`config.mk`:
```
export PLATFORM = sky130hd
export DESIGN_NAME = lfbf_ctrl
export DESIGN_NICKNAME = d
export VERILOG_FILES = /design/src/design/lfbf_pkg.sv /design/src/design/lfbf_ctrl.sv
export SDC_FILE = /design/constraint.sdc
export NUM_CORES = 1
export LEC_CHECK = 0
export ABC_CLOCK_PERIOD_IN_PS = 9600
export BUFFER_PORTS_ARGS = -buffer_cell sky130_fd_sc_hd__buf_2
export CAP_MARGIN = 0
export CELL_PAD_IN_SITES_DETAIL_PLACEMENT = 0
export CELL_PAD_IN_SITES_GLOBAL_PLACEMENT = 1
export CORE_MARGIN = 3
export CORE_UTILIZATION = 50
export CTS_CLUSTER_SIZE = 8
export DETAILED_ROUTE_END_ITERATION = 8
export GPL_ROUTABILITY_DRIVEN = 1
export PLACE_DENSITY_LB_ADDON = 0.1
export SKIP_CTS_REPAIR_TIMING = 1
export SLEW_MARGIN = 15
export SYNTH_ARGS = -nofsm -noshare
export SYNTH_HDL_FRONTEND = slang
export SYNTH_SLANG_ARGS = --single-unit
export TNS_END_PERCENT = 10
```
`constraint.sdc`:
```
create_clock -name clk -period 9.6 [get_ports clk]
set_input_delay 0.48 -clock clk [delete_from_list [all_inputs] [get_ports clk]]
set_output_delay 0.48 -clock clk [all_outputs]
set_load 0.05 [all_outputs]
```
`src/design/lfbf_pkg.sv`:
```
// Shared types and constants for the line framing byte FIFO.
// Used by lfbf_ctrl and line_framing_byte_fifo; depends on nothing.
`timescale 1ns / 1ps

package lfbf_pkg;

	localparam int CNT_W = 11;
	localparam logic [7:0] EOL_CR = 8'h0D;
	localparam logic [7:0] EOL_LF = 8'h0A;

	typedef enum logic [1:0] {
		OP_PUT       = 2'd0,
		OP_GET_MSG   = 2'd1,
		OP_GET_BYTES = 2'd2,
		OP_DELETE    = 2'd3
	} opcode_t;

	typedef enum logic [1:0] {
		ST_OK       = 2'd0,
		ST_OVERFLOW = 2'd1,
		ST_NO_MSG   = 2'd2,
		ST_EMPTY    = 2'd3
	} status_t;

	typedef enum logic [3:0] {
		S_IDLE,
		S_LEAD,
		S_LEAD_CHK,
		S_SCAN,
		S_SCAN_CHK,
		S_TRAIL,
		S_TRAIL_CHK,
		S_EMIT_RD,
		S_EMIT_OUT,
		S_SINGLE
	} seq_state_t;

	typedef struct packed {
		status_t           status;
		logic [7:0]        out_byte;
		logic              last;
		logic [CNT_W-1:0]  stored_count;
	} result_t;

	function automatic logic is_eol(input logic [7:0] b);
		return (b == EOL_CR) || (b == EOL_LF);
	endfunction

endpackage

```
`src/design/lfbf_ctrl.sv`:
```
// Sequencer of the line framing FIFO: head and count registers, one shared
// modular address adder, and the scan/emit state machine. Uses lfbf_pkg.
`timescale 1ns / 1ps

module lfbf_ctrl #(
	parameter int FIFO_DEPTH = 1024,
	parameter int MAX_RUN    = 64,
	parameter int AW         = 10,
	parameter int CW         = 11
) (
	input  logic               clk,
	input  logic               arst_n,
	input  logic               in_valid,
	output logic               in_ready,
	input  lfbf_pkg::opcode_t  opcode,
	input  logic [7:0]         data_byte,
	input  logic [10:0]        count,
	output logic               mem_we,
	output logic               mem_re,
	output logic [AW-1:0]      mem_addr,
	output logic [7:0]         mem_wdata,
	input  logic [7:0]         mem_rdata,
	output logic               res_valid,
	input  logic               res_ready,
	output lfbf_pkg::result_t  res
);

	import lfbf_pkg::*;

	localparam int RW = $clog2(MAX_RUN + 1);
	localparam int XW = (CW > RW) ? CW : RW;
	localparam int DW = (CW > CNT_W) ? CW : CNT_W;
	localparam logic [CW:0] DEPTH_X = (CW + 1)'(FIFO_DEPTH);

	seq_state_t state_q, state_d;
	logic [AW-1:0] head_q, head_d;
	logic [CW-1:0] held_q, held_d;
	logic [CW-1:0] off_q, off_d;
	logic [CW-1:0] total_q, total_d;
	logic [CW-1:0] fin_q, fin_d;
	logic [RW-1:0] lim_q, lim_d;
	logic [RW-1:0] len_q, len_d;
	logic [RW-1:0] cntc_q, cntc_d;
	status_t       pend_q, pend_d;

	logic [CW-1:0] off_sel;
	logic [AW-1:0] addr_sum;
	logic [RW-1:0] cnt_clamp;
	logic [CW-1:0] del_n;
	logic [XW-1:0] lim_calc;
	logic          emit_last;

	// Head plus offset, wrapped once; the offset never exceeds the depth.
	function automatic logic [AW-1:0] mod_add(input logic [AW-1:0] a, input logic [CW-1:0] b);
		logic [CW:0] s;
		s = (CW + 1)'(a) + (CW + 1)'(b);
		if (s >= DEPTH_X) begin
			s = s - DEPTH_X;
		end
		return s[AW-1:0];
	endfunction

	assign cnt_clamp = (count > CNT_W'(MAX_RUN)) ? RW'(MAX_RUN) : RW'(count);
	assign del_n     = (DW'(count) > DW'(held_q)) ? held_q : CW'(count);
	assign emit_last = (XW'(off_q) + XW'(1)) == XW'(len_q);

	// Offset feeding the shared address adder.
	always_comb begin
		off_sel = '0;
		case (state_q)
			S_IDLE: begin
				off_sel = (opcode == OP_PUT) ? held_q : del_n;
			end
			S_LEAD_CHK: begin
				off_sel = CW'(1);
			end
			S_SCAN, S_TRAIL, S_EMIT_RD: begin
				off_sel = off_q;
			end
			S_EMIT_OUT: begin
				off_sel = total_q;
			end
			default: begin
				off_sel = '0;
			end
		endcase
	end

	assign addr_sum  = mod_add(head_q, off_sel);
	assign mem_addr  = addr_sum;
	assign mem_wdata = data_byte;

	always_comb begin
		state_d   = state_q;
		head_d    = head_q;
		held_d    = held_q;
		off_d     = off_q;
		total_d   = total_q;
		fin_d     = fin_q;
		lim_d     = lim_q;
		len_d     = len_q;
		cntc_d    = cntc_q;
		pend_d    = pend_q;
		in_ready  = 1'b0;
		mem_we    = 1'b0;
		mem_re    = 1'b0;
		res_valid = 1'b0;
		res       = '0;
		lim_calc  = '0;
		res.last  = 1'b1;
		case (state_q)
			S_IDLE: begin
				in_ready = res_ready;
				if (in_valid && res_ready) begin
					case (opcode)
						OP_PUT: begin
							res_valid = 1'b1;
							if (held_q == CW'(FIFO_DEPTH)) begin
								res.status       = ST_OVERFLOW;
								res.stored_count = CNT_W'(held_q);
							end else begin
								mem_we           = 1'b1;
								held_d           = held_q + CW'(1);
								res.status       = ST_OK;
								res.stored_count = CNT_W'(held_q + CW'(1));
							end
						end
						OP_GET_MSG: begin
							cntc_d  = cnt_clamp;
							state_d = S_LEAD;
						end
						OP_GET_BYTES: begin
							lim_calc = (XW'(cnt_clamp) > XW'(held_q)) ? XW'(held_q)
								: XW'(cnt_clamp);
							if (lim_calc == '0) begin
								res_valid        = 1'b1;
								res.status       = ST_EMPTY;
								res.stored_count = CNT_W'(held_q);
							end else begin
								len_d   = RW'(lim_calc);
								total_d = CW'(lim_calc);
								fin_d   = held_q - CW'(lim_calc);
								off_d   = '0;
								state_d = S_EMIT_RD;
							end
						end
						default: begin
							head_d           = addr_sum;
							held_d           = held_q - del_n;
							res_valid        = 1'b1;
							res.status       = ST_OK;
							res.stored_count = CNT_W'(held_q - del_n);
						end
					endcase
				end
			end
			S_LEAD: begin
				if (held_q == '0) begin
					pend_d  = ST_EMPTY;
					state_d = S_SINGLE;
				end else begin
					mem_re  = 1'b1;
					state_d = S_LEAD_CHK;
				end
			end
			S_LEAD_CHK: begin
				if (is_eol(mem_rdata)) begin
					head_d  = addr_sum;
					held_d  = held_q - CW'(1);
					state_d = S_LEAD;
				end else begin
					lim_calc = (XW'(cntc_q) > XW'(held_q)) ? XW'(held_q) : XW'(cntc_q);
					lim_d    = RW'(lim_calc);
					off_d    = '0;
					state_d  = S_SCAN;
				end
			end
			S_SCAN: begin
				if (XW'(off_q) >= XW'(lim_q)) begin
					pend_d  = ST_NO_MSG;
					state_d = S_SINGLE;
				end else begin
					mem_re  = 1'b1;
					state_d = S_SCAN_CHK;
				end
			end
			S_SCAN_CHK: begin
				off_d = off_q + CW'(1);
				if (is_eol(mem_rdata)) begin
					len_d   = RW'(off_q);
					state_d = S_TRAIL;
				end else begin
					state_d = S_SCAN;
				end
			end
			S_TRAIL: begin
				if (off_q >= held_q) begin
					total_d = off_q;
					fin_d   = held_q - off_q;
					off_d   = '0;
					state_d = S_EMIT_RD;
				end else begin
					mem_re  = 1'b1;
					state_d = S_TRAIL_CHK;
				end
			end
			S_TRAIL_CHK: begin
				if (is_eol(mem_rdata)) begin
					off_d   = off_q + CW'(1);
					state_d = S_TRAIL;
				end else begin
					total_d = off_q;
					fin_d   = held_q - off_q;
					off_d   = '0;
					state_d = S_EMIT_RD;
				end
			end
			S_EMIT_RD: begin
				mem_re  = 1'b1;
				state_d = S_EMIT_OUT;
			end
			S_EMIT_OUT: begin
				res_valid        = 1'b1;
				res.status       = ST_OK;
				res.out_byte     = mem_rdata;
				res.last         = emit_last;
				res.stored_count = CNT_W'(fin_q);
				if (res_ready) begin
					if (emit_last) begin
						head_d  = addr_sum;
						held_d  = fin_q;
						state_d = S_IDLE;
					end else begin
						off_d   = off_q + CW'(1);
						state_d = S_EMIT_RD;
					end
				end
			end
			S_SINGLE: begin
				res_valid        = 1'b1;
				res.status       = pend_q;
				res.stored_count = CNT_W'(held_q);
				if (res_ready) begin
					state_d = S_IDLE;
				end
			end
			default: begin
				state_d = S_IDLE;
			end
		endcase
	end

	always_ff @(posedge clk or negedge arst_n) begin
		if (!arst_n) begin
			state_q <= S_IDLE;
			head_q  <= '0;
			held_q  <= '0;
		end else begin
			state_q <= state_d;
			head_q  <= head_d;
			held_q  <= held_d;
		end
	end

	always_ff @(posedge clk) begin
		off_q   <= off_d;
		total_q <= total_d;
		fin_q   <= fin_d;
		lim_q   <= lim_d;
		len_q   <= len_d;
		cntc_q  <= cntc_d;
		pend_q  <= pend_d;
	end

endmodule

```
# After elaboration in Yosys (flattened, before gate mapping)
# Index checks and enable logic that the tools add are counted.
# W data, S select, Z words.
# totals
in_bits	33
reg_bits	81
elab_cells	168
out_inout_bits	44
# classes
reduce_logical	24
add_sub_neg	8
order_cmp	7
n_bitwise	1
mux	85
eq_ne	33
# ops
operator	n
$mux W11	28
$pmux W11 S3	5
$pmux W11 S6	1
$mux W10	6
$pmux W11 S4	1
$mux W7	6
$pmux W4 S10	1
$sub A11 B11 Y11	3
$ne A2 B2 Y1 const B	15
$pmux W10 S3	1
$mux W4	6
$add A11 B1 Y11 const B	2
$gt A7 B11 Y1	2
$logic_not A11 Y1	2
$pmux W11 S2	1
$reduce_and A6 Y1	3
$eq A4 B3 Y1 const B	4
$eq A8 B4 Y1 const B	2
$pmux W7 S2	1
$add A10 B11 Y12	1
$ge A12 B11 Y1 const B	1
$mux W1	12
$mux W2	6
$pmux W2 S2	3
35 further kinds	45

# Longest topological paths before layout
# Gate-level depths: netlist of the first run.
# depth
depth_word	10
ltp_mapped	23
ltp_nobuf	21

# Least setup slack after synthesis of the first run
# OpenSTA, ideal clock, no wires.
# synth_path
kind	register to output
startpoint	register held_q[4]
endpoint	output res[8] (netlist bit)
slack_ps	4045
stages_incl_launch_ff	20
n_path_buf	2
t_arrival_ps	5075
required_time_ps	9120
path_cell_list	dfrtp_1 clkbuf_1 clkinv_1 ha_1 a211o_1 a21oi_1 a21oi_1 o21ai_1 buf_2 o21ai_0 ha_1 fa_1 nor2b_1 o31ai_1 a21oi_1 o21ai_0 nor2b_1 xnor2_1 a21o_1 o21ai_0
# synth_lines
item	line_no	rtl
start: declaration	lfbf_ctrl.sv:37	logic [CW-1:0] held_q, held_d;
start signal: assignment	lfbf_ctrl.sv:261	held_q <= held_d;
end: declaration	lfbf_ctrl.sv:25	output lfbf_pkg::result_t res

# Worst setup path after layout of the first run
# layout_path
startpoint	register held_q[4]
endpoint	output mem_addr[9]
# layout_via
elab_chain_len	7
elab_cells_between_ends	8
cone_classes	add/sub (2); order compare (2); mux (4)
# layout_rtl
item	line_no	rtl
$gt A11 B11 Y1	lfbf_ctrl.sv:64	assign del_n = (DW'(count) > DW'(held_q)) ? held_q : CW'(count);
$mux W11	lfbf_ctrl.sv:64	
$mux W11 *	lfbf_ctrl.sv:72	off_sel = (opcode == OP_PUT) ? held_q : del_n;
$pmux W11 S4 *	lfbf_ctrl.sv:70	case (state_q)
$add A10 B11 Y12 *	lfbf_ctrl.sv:56	s = (CW + 1)'(a) + (CW + 1)'(b);
$sub A10 B1 Y10 / $ge A12 B11 Y1 (equally long branches)	lfbf_ctrl.sv:58, lfbf_ctrl.sv:57	
$mux W10 *	lfbf_ctrl.sv:57	if (s >= DEPTH_X) begin
end: declaration	lfbf_ctrl.sv:20	output logic [AW-1:0] mem_addr,
# Every way passes the cells marked *; elsewhere a longest branch is shown, timed or not.

==> impl_metrics.json, run 1 <==
{
  "crit_path_end_kind": "output port",
  "fin_crit_ns": 6.23,
  "finalCritPeriodShare_pct": 64.9,
  "final.fill_count": 1504,
  "crit_required_ns": 9.12,
  "path_delay_family": "compound AO/OA/AOI/OAI gates",
  "setup_violations": 0,
  "avgSynthCellArea_um2": 8.33,
  "io_buffers": 60,
  "synth.distinct_cells": 76,
  "drt_iter0_markers": 818,
  "cp_cell_sequence": "clkinv_1, ha_1, a211o_1, a21oi_1, a21oi_1, o21ai_1, buf_4, mux2i_1, nor2_1, a21oi_1, o21ai_0, ha_1, a21oi_1, nor2b_1, nor3_1, nor2_1, o41ai_1, o21ai_0, xnor2_1, buf_2",
  "clkLatencyLatePin_ns": 0.35,
  "drive_gt1_share_pct": 12.9,
  "die_x_um": 133,
  "rsz0062_at_grt": "no",
  "cts_root_buf": "clkbuf_16",
  "syn-cell-area_um2": 8090,
  "cts_tree": "built",
  "hpwl_um": 19200,
  "cp-start-kind": "flop",
  "numCtsBuffers": 9,
  "hold_path_class": "input pin to async pin",
  "antenna_found_initial": 0,
  "cts_max_level": 3,
  "cts_sinks": 79,
  "ys.flop_type": "edfxtp_1",
  "slowest_stage": "dfrtp_1",
  "hold_viol": 0,
  "cp-startpoint": "held_q[4]$_DFFE_PN0P_",
  "grt_use_total_pct": 28.4,
  "worstMarginPinSlew_ns": 1.02,
  "worstSetupPathType": "flop to output port",
  "async_reset_ff_share_pct": 31.6,
  "cp_max_fo": 13,
  "synth_edf_count": 54,
  "wl_per_cell_um": 21.1,
  "max_slew_margin_pct": 31.9,
  "ff_latch_area_um2": 2250,
  "ant_nets": 0,
  "die_area_um2": 17700,
  "vias": 7449,
  "worstReg2RegStart": "held_q[4]$_DFFE_PN0P_",
  "finalMaxSlewViolations": 0,
  "gr-usage-met1_pct": 41.6,
  "areaGrowthSynthToFinish_pct": 8.07,
  "slowest_delay_ns": 0.73,
  "gp_congestion": 0.888,
  "drv_cap": 0,
  "nets": 1104,
  "postRouteWirelength_um": 25500,
  "ys_ff_latch": 79,
  "arrival_ns": 5.75,
  "yosysWarningCount": 0,
  "grt_max_degree": 44,
  "fmax_mhz": 160,
  "drc": 0,
  "status": "finished, final reports clean",
  "initial_utilization_pct": 52.1,
  "multi_input_area_um2": 5350,
  "gr-usage-met3_pct": 4.42,
  "rows": 45,
  "grt_pass1_vias": 6825,
  "worst_path_most_repeated_cell": "a21oi_1",
  "grt_pass1_wl_um": 39600,
  "grt_busiest_layer": "met2",
  "fin_skew_ns": 0.00921,
  "fin_setup_tns_ns": 0,
  "clkTransAtPathRegs_ns": 0.07,
  "firstDrtPassIters": 6,
  "synth_cells": 971,
  "avgViaCountPerCell": 6.17,
  "cts_buffer_depth": 2,
  "ios": 77,
  "grt_overflow": 0,
  "yosysSeqAreaShare_pct": 27.8,
  "reg2reg_depth": 20,
  "critPathBufInv": 3,
  "syn_nets": 1084,
  "core_um2": 15500,
  "cp.depth": 20,
  "diodes": 0,
  "die_height_um": 133,
  "grt_use_met2_pct": 42.6
}
## metrics by stage
| step | instance area [um^2] | setup slack [ns] | hold WS, ns | std cells | util (%) |
|---|---|---|---|---|---|
| floorplan | 8090 | 4.04 | 0.184 | 971 | - |
| global placement | 8450 | 3.81 | 0.484 | 1191 | 54.4 |
| detailed placement | 8450 | 3.78 | 0.504 | 1191 | 54.4 |
| CTS | 8740 | 3.38 | 0.168 | 1207 | 56.3 |
| global route | 8740 | 2.96 | 0.189 | 1207 | 56.3 |
| finish | 8740 | 3.37 | 0.158 | 1207 | 56.3 |
## worst register-to-register path: stages (launching register included)
cell and delay [ns]:
dfrtp_1 0.73, clkinv_1 0.50, ha_1 0.44, a211o_1 0.29
a21oi_1 0.16, a21oi_1 0.09, o21ai_1 0.13, buf_4 0.24
mux2i_1 0.32, nor2_1 0.07, a21oi_1 0.28, o21ai_0 0.17
ha_1 0.33, a21oi_1 0.13, nor2b_1 0.07, nor3_1 0.15
nor2_1 0.09, o41ai_1 0.49, o21ai_0 0.23, xnor2_1 0.17
mux2_2 0.26
## cell usage after synthesis (all sizes together), types with 3 or more instances
cell | number | area share [%]
nor2 | 98 | 4.6
nand2 | 81 | 3.8
ha | 76 | 12
a21oi | 74 | 4.8
o21ai | 68 | 4.2
edfxtp | 54 | 20
inv | 51 | 2.4
xnor2 | 46 | 5.0
clkbuf | 38 | 1.8
buf | 25 | 2.0
dfrtp | 25 | 7.7
nand3 | 24 | 1.5
nor3 | 23 | 1.5
nor2b | 19 | 1.5
mux2 | 18 | 2.5
a22oi | 17 | 1.6
mux2i | 17 | 2.1
a21o | 16 | 1.5
nand2b | 15 | 1.2
o21a | 15 | 1.4
xor2 | 14 | 1.5
and2 | 13 | 1.0
and3 | 13 | 1.0
nand4 | 12 | 0.93
a211oi | 9 | 0.83
a221oi | 9 | 0.97
a2111oi | 8 | 1.1
o211ai | 8 | 0.74
nor4 | 7 | 0.62
a22o | 6 | 0.65
a211o | 5 | 0.54
or2 | 5 | 0.39
or3 | 5 | 0.39
or4 | 5 | 0.46
a21boi | 4 | 0.37
fa | 4 | 0.99
o31ai | 4 | 0.37
a221o | 3 | 0.37
a41oi | 3 | 0.32
o221ai | 3 | 0.40
o311ai | 3 | 0.42
## cells in the final DEF (no fill, tap or decap), drive strengths merged, types with 14 or more instances in the layout
| cell | n |
|---|---|
| edfxtp | 54 |
| ha | 76 |
| nor3 | 23 |
| nand2b | 15 |
| buf | 72 |
| o21ai | 68 |
| o21a | 15 |
| nand2 | 81 |
| inv | 57 |
| a21o | 16 |
| xor2 | 14 |
| a21oi | 74 |
| nor2 | 98 |
| nand3 | 24 |
| mux2 | 18 |
| mux2i | 17 |
| a22oi | 17 |
| dfrtp | 25 |
| xnor2 | 46 |
| nor2b | 19 |
## kinds of logic (layout without fill, tap and decap cells)
kind of cell	Yosys count	after routing	share of synthesized area (%)
simple gates	327	327	19.5
buf+inv	116	141	6.23
flops	79	79	27.8
fa+ha+maj	80	80	12.7
xor+xnor	60	60	6.49
compound gates	274	274	22.6
mux	35	35	4.61
## flip-flops by register name, summed over array words and instances (netlist names)
register / count
fin_q: 11
cntc_q: 7
total_q: 10
held_q: 11
state_q: 4
head_q: 10
off_q: 11
len_q: 7
pend_q: 1
lim_q: 7
## path summary, 6_finish.rpt
check / end / slack (ns)
setup / recovery: mem_addr[9] / 3.37
hold / removal: head_q[5]$_DFFE_PN0P_ / 0.16
setup reg to reg: head_q[9]$_DFFE_PN0P_ / 4.15
hold reg to reg: head_q[0]$_DFFE_PN0P_ / 0.51
max in group asynchronous: state_q[1]$_DFFE_PN0P_ / 9.01
min in group clk: head_q[0]$_DFFE_PN0P_ / 0.51
## per-layer routing
metal,vias up,part of all wire (%)
met2,340,43
met3,48,7.6
met4,0,3.1
met5,-,0
met1,3482,46
li1,3579,-
## area by class of cell
class / instances / area share [%]
inverters: 53 / 2.28
clock inverters: 7 / 0.816
well taps: 211 / 3.02
clock buffers: 9 / 2.58
flip-flops and latches: 79 / 25.7
repair buffers: 72 / 4.46
multi-input cells: 776 / 61.2
Power of run 1 is not shown: default switching activity piles up to over one toggle a cycle in this logic, so the estimate is an artifact.
==> inputs of run 2 (changes only) <==
Settings changed: ABC_AREA set to 1, ABC_CLOCK_PERIOD_IN_PS 9600 to 5100, CORE_UTILIZATION 50 to 40.
Clock period 9.6 ns to 5.1 ns, I/O delays scaled along.
==> run 2 against run 1 <==
  * Global-route usage is 1.8 points lower
  * Wire length is 14% higher
  * Clock-buffer cell count is 1 higher
  * Synthesized area is 2.1% higher
  * First-iteration DRC count is 7.3% lower
  * Non-clock buffer count is 20 higher
  * Clock skew is 0.00072 ns lower
  * Critical path type unchanged
  * Critical endpoint unchanged
==> impl_metrics.json, run 2 <==
{
  "status": "finished, final reports clean",
  "synth_area_leader_cell": "edfxtp_1",
  "final.fill_count": 2131,
  "crit_required_ns": 4.85,
  "die_height_um": 150,
  "ios": 77,
  "worst_path_most_repeated_cell": "nand2_1",
  "setup_violations": 0,
  "synthTopCellsByCount": "338 x nand2_1, 148 x inv_1, 115 x nor2_1, 88 x nand3_1, 76 x ha_1",
  "cts_max_level": 3,
  "ff_latch_area_um2": 2250,
  "core_um2": 19800,
  "avgSynthCellArea_um2": 6.73,
  "vias": 8335,
  "drive_gt1_share_pct": 11.4,
  "clkLatencyLatePin_ns": 0.35,
  "areaGrowthSynthToFinish_pct": 11.4,
  "cts_tree": "built",
  "ys_ff_latch": 79,
  "grt_max_degree": 27,
  "fin_skew_ns": 0.00849,
  "initial_utilization_pct": 41.6,
  "grt_pass1_wl_um": 45200,
  "yosysWarningCount": 0,
  "fin_util_pct": 46.4,
  "critPathBufInv": 5,
  "avgViaCountPerCell": 5.36,
  "cts_root_buf": "clkbuf_16",
  "fin_crit_ns": 4.68,
  "synth.distinct_cells": 54,
  "rsz0062_at_grt": "no",
  "max_slew_margin_pct": 38.3,
  "layout_common_cells": "338 x nand2_1, 148 x inv_1, 115 x nor2_1",
  "finalMaxSlewViolations": 0,
  "slowest_delay_ns": 0.38,
  "syn_nets": 1340,
  "drc": 0,
  "die_area_um2": 22400,
  "synth_top_area_share_pct": 19.6,
  "gp_congestion": 0.943,
  "grt_use_total_pct": 26.5,
  "synth_edf_count": 54,
  "worstMarginPinSlew_ns": 0.923,
  "ys.flop_type": "edfxtp_1",
  "diodes": 0,
  "finalCritPeriodShare_pct": 91.8,
  "die_x_um": 150,
  "fmax_mhz": 214,
  "fin_setup_tns_ns": 0,
  "cp-start-kind": "flop",
  "clkTransAtPathRegs_ns": 0.07,
  "syn-cell-area_um2": 8260,
  "ant_nets": 0,
  "cts_buffer_depth": 2,
  "firstDrtPassIters": 5,
  "crit_path_end_kind": "output port",
  "wl_per_cell_um": 18.7,
  "yosysSeqAreaShare_pct": 27.2,
  "drv_cap": 0,
  "synth.area.top_cells": "edfxtp_1 20%, nand2_1 15%, ha_1 12%",
  "grt_pass1_vias": 8087,
  "drt_iter0_markers": 758,
  "postRouteWirelength_um": 29100,
  "io_buffers": 60,
  "antenna_found_initial": 0,
  "synth_compound_area_share_pct": 13.5,
  "numCtsBuffers": 9,
  "rows": 51,
  "cp_max_fo": 11,
  "synthMostInstantiatedCell": "nand2_1",
  "synth_top_family_by_area": "simple AND/OR/NAND/NOR gates",
  "muxShareOfSynthArea_pct": 0.242,
  "grt_overflow": 0,
  "hold_viol": 0,
  "synth_xor_area_share_pct": 3.50,
  "synth_cells": 1227,
  "largestRegisters": "fin_q x11, held_q x11, off_q x11",
  "async_reset_ff_share_pct": 31.6,
  "synthAdderAreaFrac_pct": 12.5,
  "path_delay_family": "simple AND/OR/NAND/NOR gates",
  "multi_input_area_um2": 5160,
  "hpwl_um": 23000,
  "layout_commonest_cell": "nand2_1",
  "synth_simple_gate_area_share_pct": 32.4,
  "worstSetupPathType": "flop to output port",
  "hold_path_class": "input pin to flop",
  "cts_sinks": 79,
  "arrival_ns": 4.43,
  "nets": 1399,
  "slowest_stage": "dfrtp_1"
}
[run 2: cell types whose count changed after synthesis, moves of 19 or more]
cell,change
inv_1,+97
nand2_1,+257
nor2_1,+19
xnor2_1,-41
nor2b_1,-19
nand3_1,+64
[run 2: area by class of cell]
class                      instances  area share, %
multi-input combinational        936           56.1
sequential                        79           24.4
inverter                         168           6.93
timing repair buffer              92           5.90
tap                              265           3.60
clock buffer                      10           2.49
clock inverter                     6          0.571
[run 2: tightest hold or removal path: stages]
cell     delay, ns
buf_2         0.11
inv_1         0.05
nand2_1       0.09
o21ai_1       0.07
[run 2: path summary, 6_finish.rpt]
kind	end	depth (start not counted)	startpoint	slack, ns
max	mem_addr[9]	26	held_q[10]$_DFFE_PN0P_	0.42
max reg2reg	fin_q[10]$_DFFE_PP_	22	held_q[3]$_DFFE_PN0P_	1.08
min in group asynchronous	held_q[7]$_DFFE_PN0P_	2	arst_n	0.49
max in group asynchronous	held_q[9]$_DFFE_PN0P_	2	arst_n	4.12
min reg2reg	head_q[7]$_DFFE_PN0P_	2	head_q[7]$_DFFE_PN0P_	0.49
min	state_q[0]$_DFFE_PN0P_	4	res_ready	0.27
[run 2: routing by layer]
metal	GRT usage, %	vias to the layer above	part of all wire (%)	wire length, um
li1	-	4190	-	-
met1	37.7	3797	47	13800
met2	40.8	294	43	12600
met3	4.94	54	7.1	2050
met4	8.69	0	2.4	706
met5	0	-	0	0
[run 2: cell families after synthesis]
| logic type | Yosys count |
|---|---|
| muxes | 2 |
| xor gates and xnor gates | 33 |
| DFF | 79 |
| and+or+nand+nor | 623 |
| buffers and inverters | 212 |
| AOI/OAI and AO/OA | 198 |
| adders and majority gates | 80 |
[run 2: stage by stage]
stage          hold slack, ns  cell area [um^2]  cells  worst slack (ns)
6_report                0.271              9200   1556             0.419
5_1_grt                 0.307              9200   1556            0.0160
4_1_cts               -0.0443              9190   1555             0.284
3_5_place_dp            0.336              8910   1539             0.672
3_3_place_gp            0.336              8910   1539             0.719
2_1_floorplan         -0.0406              8260   1227             0.263
Power of run 2 is left out for the same reason.
==> inputs of run 3 (changes only) <==
Settings changed: MAX_ROUTING_LAYER set to met4.
==> run 3 against run 2 <==
  * Critical endpoint unchanged
  * Hold slack lost 0.0091 ns
  * Via count fell by 0.32%
  * Worst setup slack better by 0.026 ns
  * Final cell count up 0.13%
  * Global-route usage rose by 0.88 points
  * Sequential cell count did not move
  * Register-to-register slack worse by 0.07 ns
==> impl_metrics.json, run 3 (synthesized netlist as in run 2, its figures left out) <==
{
  "status": "finished, final reports clean",
  "die_x_um": 150,
  "multi_input_area_um2": 5160,
  "hold_depth": 4,
  "cts_max_level": 3,
  "holdCritStartpoint": "res_ready",
  "drive_gt1_share_pct": 11.3,
  "avgViaCountPerCell": 5.33,
  "grt_pass1_vias": 8001,
  "initial_utilization_pct": 41.6,
  "cp-start-kind": "flop",
  "cts_buffer_depth": 2,
  "worst_path_most_repeated_cell": "nand2_1",
  "crit_required_ns": 4.85,
  "setup_violations": 0,
  "cp_max_fo": 11,
  "layout_common_cells": "338 x nand2_1, 148 x inv_1, 115 x nor2_1",
  "fin_skew_ns": 0.0119,
  "grt_overflow": 0,
  "cts_root_buf": "clkbuf_16",
  "slowest_stage": "dfrtp_2",
  "fin_crit_ns": 4.65,
  "cts_sinks": 79,
  "ios": 77,
  "final.fill_count": 2162,
  "die_height_um": 150,
  "clkTransAtPathRegs_ns": 0.07,
  "die_area_um2": 22400,
  "worst_r2r_endpoint": "held_q[6]$_DFFE_PN0P_",
  "largestRegisters": "fin_q x11, held_q x11, off_q x11",
  "worstSetupPathType": "flop to output port",
  "vias": 8308,
  "ant_nets": 0,
  "postRouteWirelength_um": 29300,
  "rows": 51,
  "grt_pass1_wl_um": 45600,
  "slowest_delay_ns": 0.50,
  "crit_path_end_kind": "output port",
  "worstReg2RegStart": "held_q[9]$_DFFE_PN0P_",
  "core_um2": 19800,
  "ff_latch_area_um2": 2250,
  "worstMarginPinSlew_ns": 0.949,
  "numCtsBuffers": 9,
  "cts_tree": "built",
  "path_delay_family": "simple AND/OR/NAND/NOR gates",
  "drv_cap": 0,
  "arrival_ns": 4.40,
  "layout_commonest_cell": "nand2_1",
  "areaGrowthSynthToFinish_pct": 11.4,
  "hold_viol": 0,
  "wl_per_cell_um": 18.8,
  "max_slew_margin_pct": 36.2,
  "critPathBufInv": 6,
  "drt_iter0_markers": 619,
  "grt_max_degree": 27,
  "firstDrtPassIters": 5,
  "reg2reg_slack_ns": 1.01,
  "drc": 0,
  "finalMaxSlewViolations": 0,
  "antenna_found_initial": 1,
  "hold_path_class": "input pin to flop",
  "io_buffers": 60,
  "hpwl_um": 23100,
  "fin_setup_tns_ns": 0,
  "grt_use_total_pct": 27.4,
  "nets": 1400,
  "clkLatencyLatePin_ns": 0.35,
  "min_to": "state_q[0]$_DFFE_PN0P_",
  "gp_congestion": 0.917,
  "reg2reg_depth": 23,
  "fmax_mhz": 215,
  "finalCritPeriodShare_pct": 91.3,
  "rsz0062_at_grt": "no"
}
## run 3: changes by cell type in the layout (fill, tap and decap cells not counted)
cell	delta
buf_4	+1
clkinv_1	+1
clkinv_4	-1
clkinvlp_4	+1
dfrtp_1	+1
dfrtp_2	-1
diode_2	+1
inv_8	-1
## run 3: metrics by stage
stage | std cells | utilization, % | cell area, um^2 | setup WS (ns) | hold slack, ns
CTS | 1556 | 46.3 | 9190 | 0.290 | -0.0407
finish | 1558 | 46.4 | 9200 | 0.445 | 0.262
global route | 1558 | 46.4 | 9200 | 0.0567 | 0.304
global placement | 1540 | 44.9 | 8920 | 0.715 | 0.336
detailed placement | 1540 | 44.9 | 8920 | 0.680 | 0.341
floorplan | 1227 | - | 8260 | 0.263 | -0.0406
## run 3: cell type report
| type | instances | share of cell area [%] |
|---|---|---|
| well taps | 265 | 3.60 |
| repair buffers | 93 | 5.98 |
| inverters | 168 | 6.93 |
| clock buffers | 10 | 2.49 |
| flip-flops and latches | 79 | 24.4 |
| clock inverters | 6 | 0.476 |
| multi-input cells | 936 | 56.1 |
| diodes | 1 | 0.0272 |
## run 3: tightest hold or removal path, delay by kind of cell
family                 cells  cell delay [ns]
buffers and inverters      2             0.17
and+or+nand+nor            1             0.09
AOI/OAI and AO/OA          1             0.06
## run 3: worst max path at each step
stage,startpoint,to,slack [ns],cells after the start
final,held_q[9]$_DFFE_PN0P_,mem_addr[9],0.45,26
after global routing,held_q[9]$_DFFE_PN0P_,mem_addr[9],0.06,24
after CTS,held_q[9]$_DFFE_PN0P_,mem_addr[8],0.29,22
after detailed placement,held_q[9]$_DFFE_PN0P_,mem_addr[8],0.68,22
after global placement,count[10],fin_q[10]$_DFFE_PP_,0.72,25
after floorplan,held_q[6]$_DFFE_PN0P_,fin_q[0]$_DFFE_PP_,0.26,15
## run 3: layer usage
layer  global-route usage [%]  vias up  part of all wire, %  routed length [um]
met3                     4.75       42                  6.6                1940
met5                        -        -                    0                   0
li1                         -     4197                    -                   -
met2                     41.5      254                   44               12800
met1                     38.0     3815                   47               13800
met4                     7.46        0                  2.3                 675
Power of run 3 is left out for the same reason.
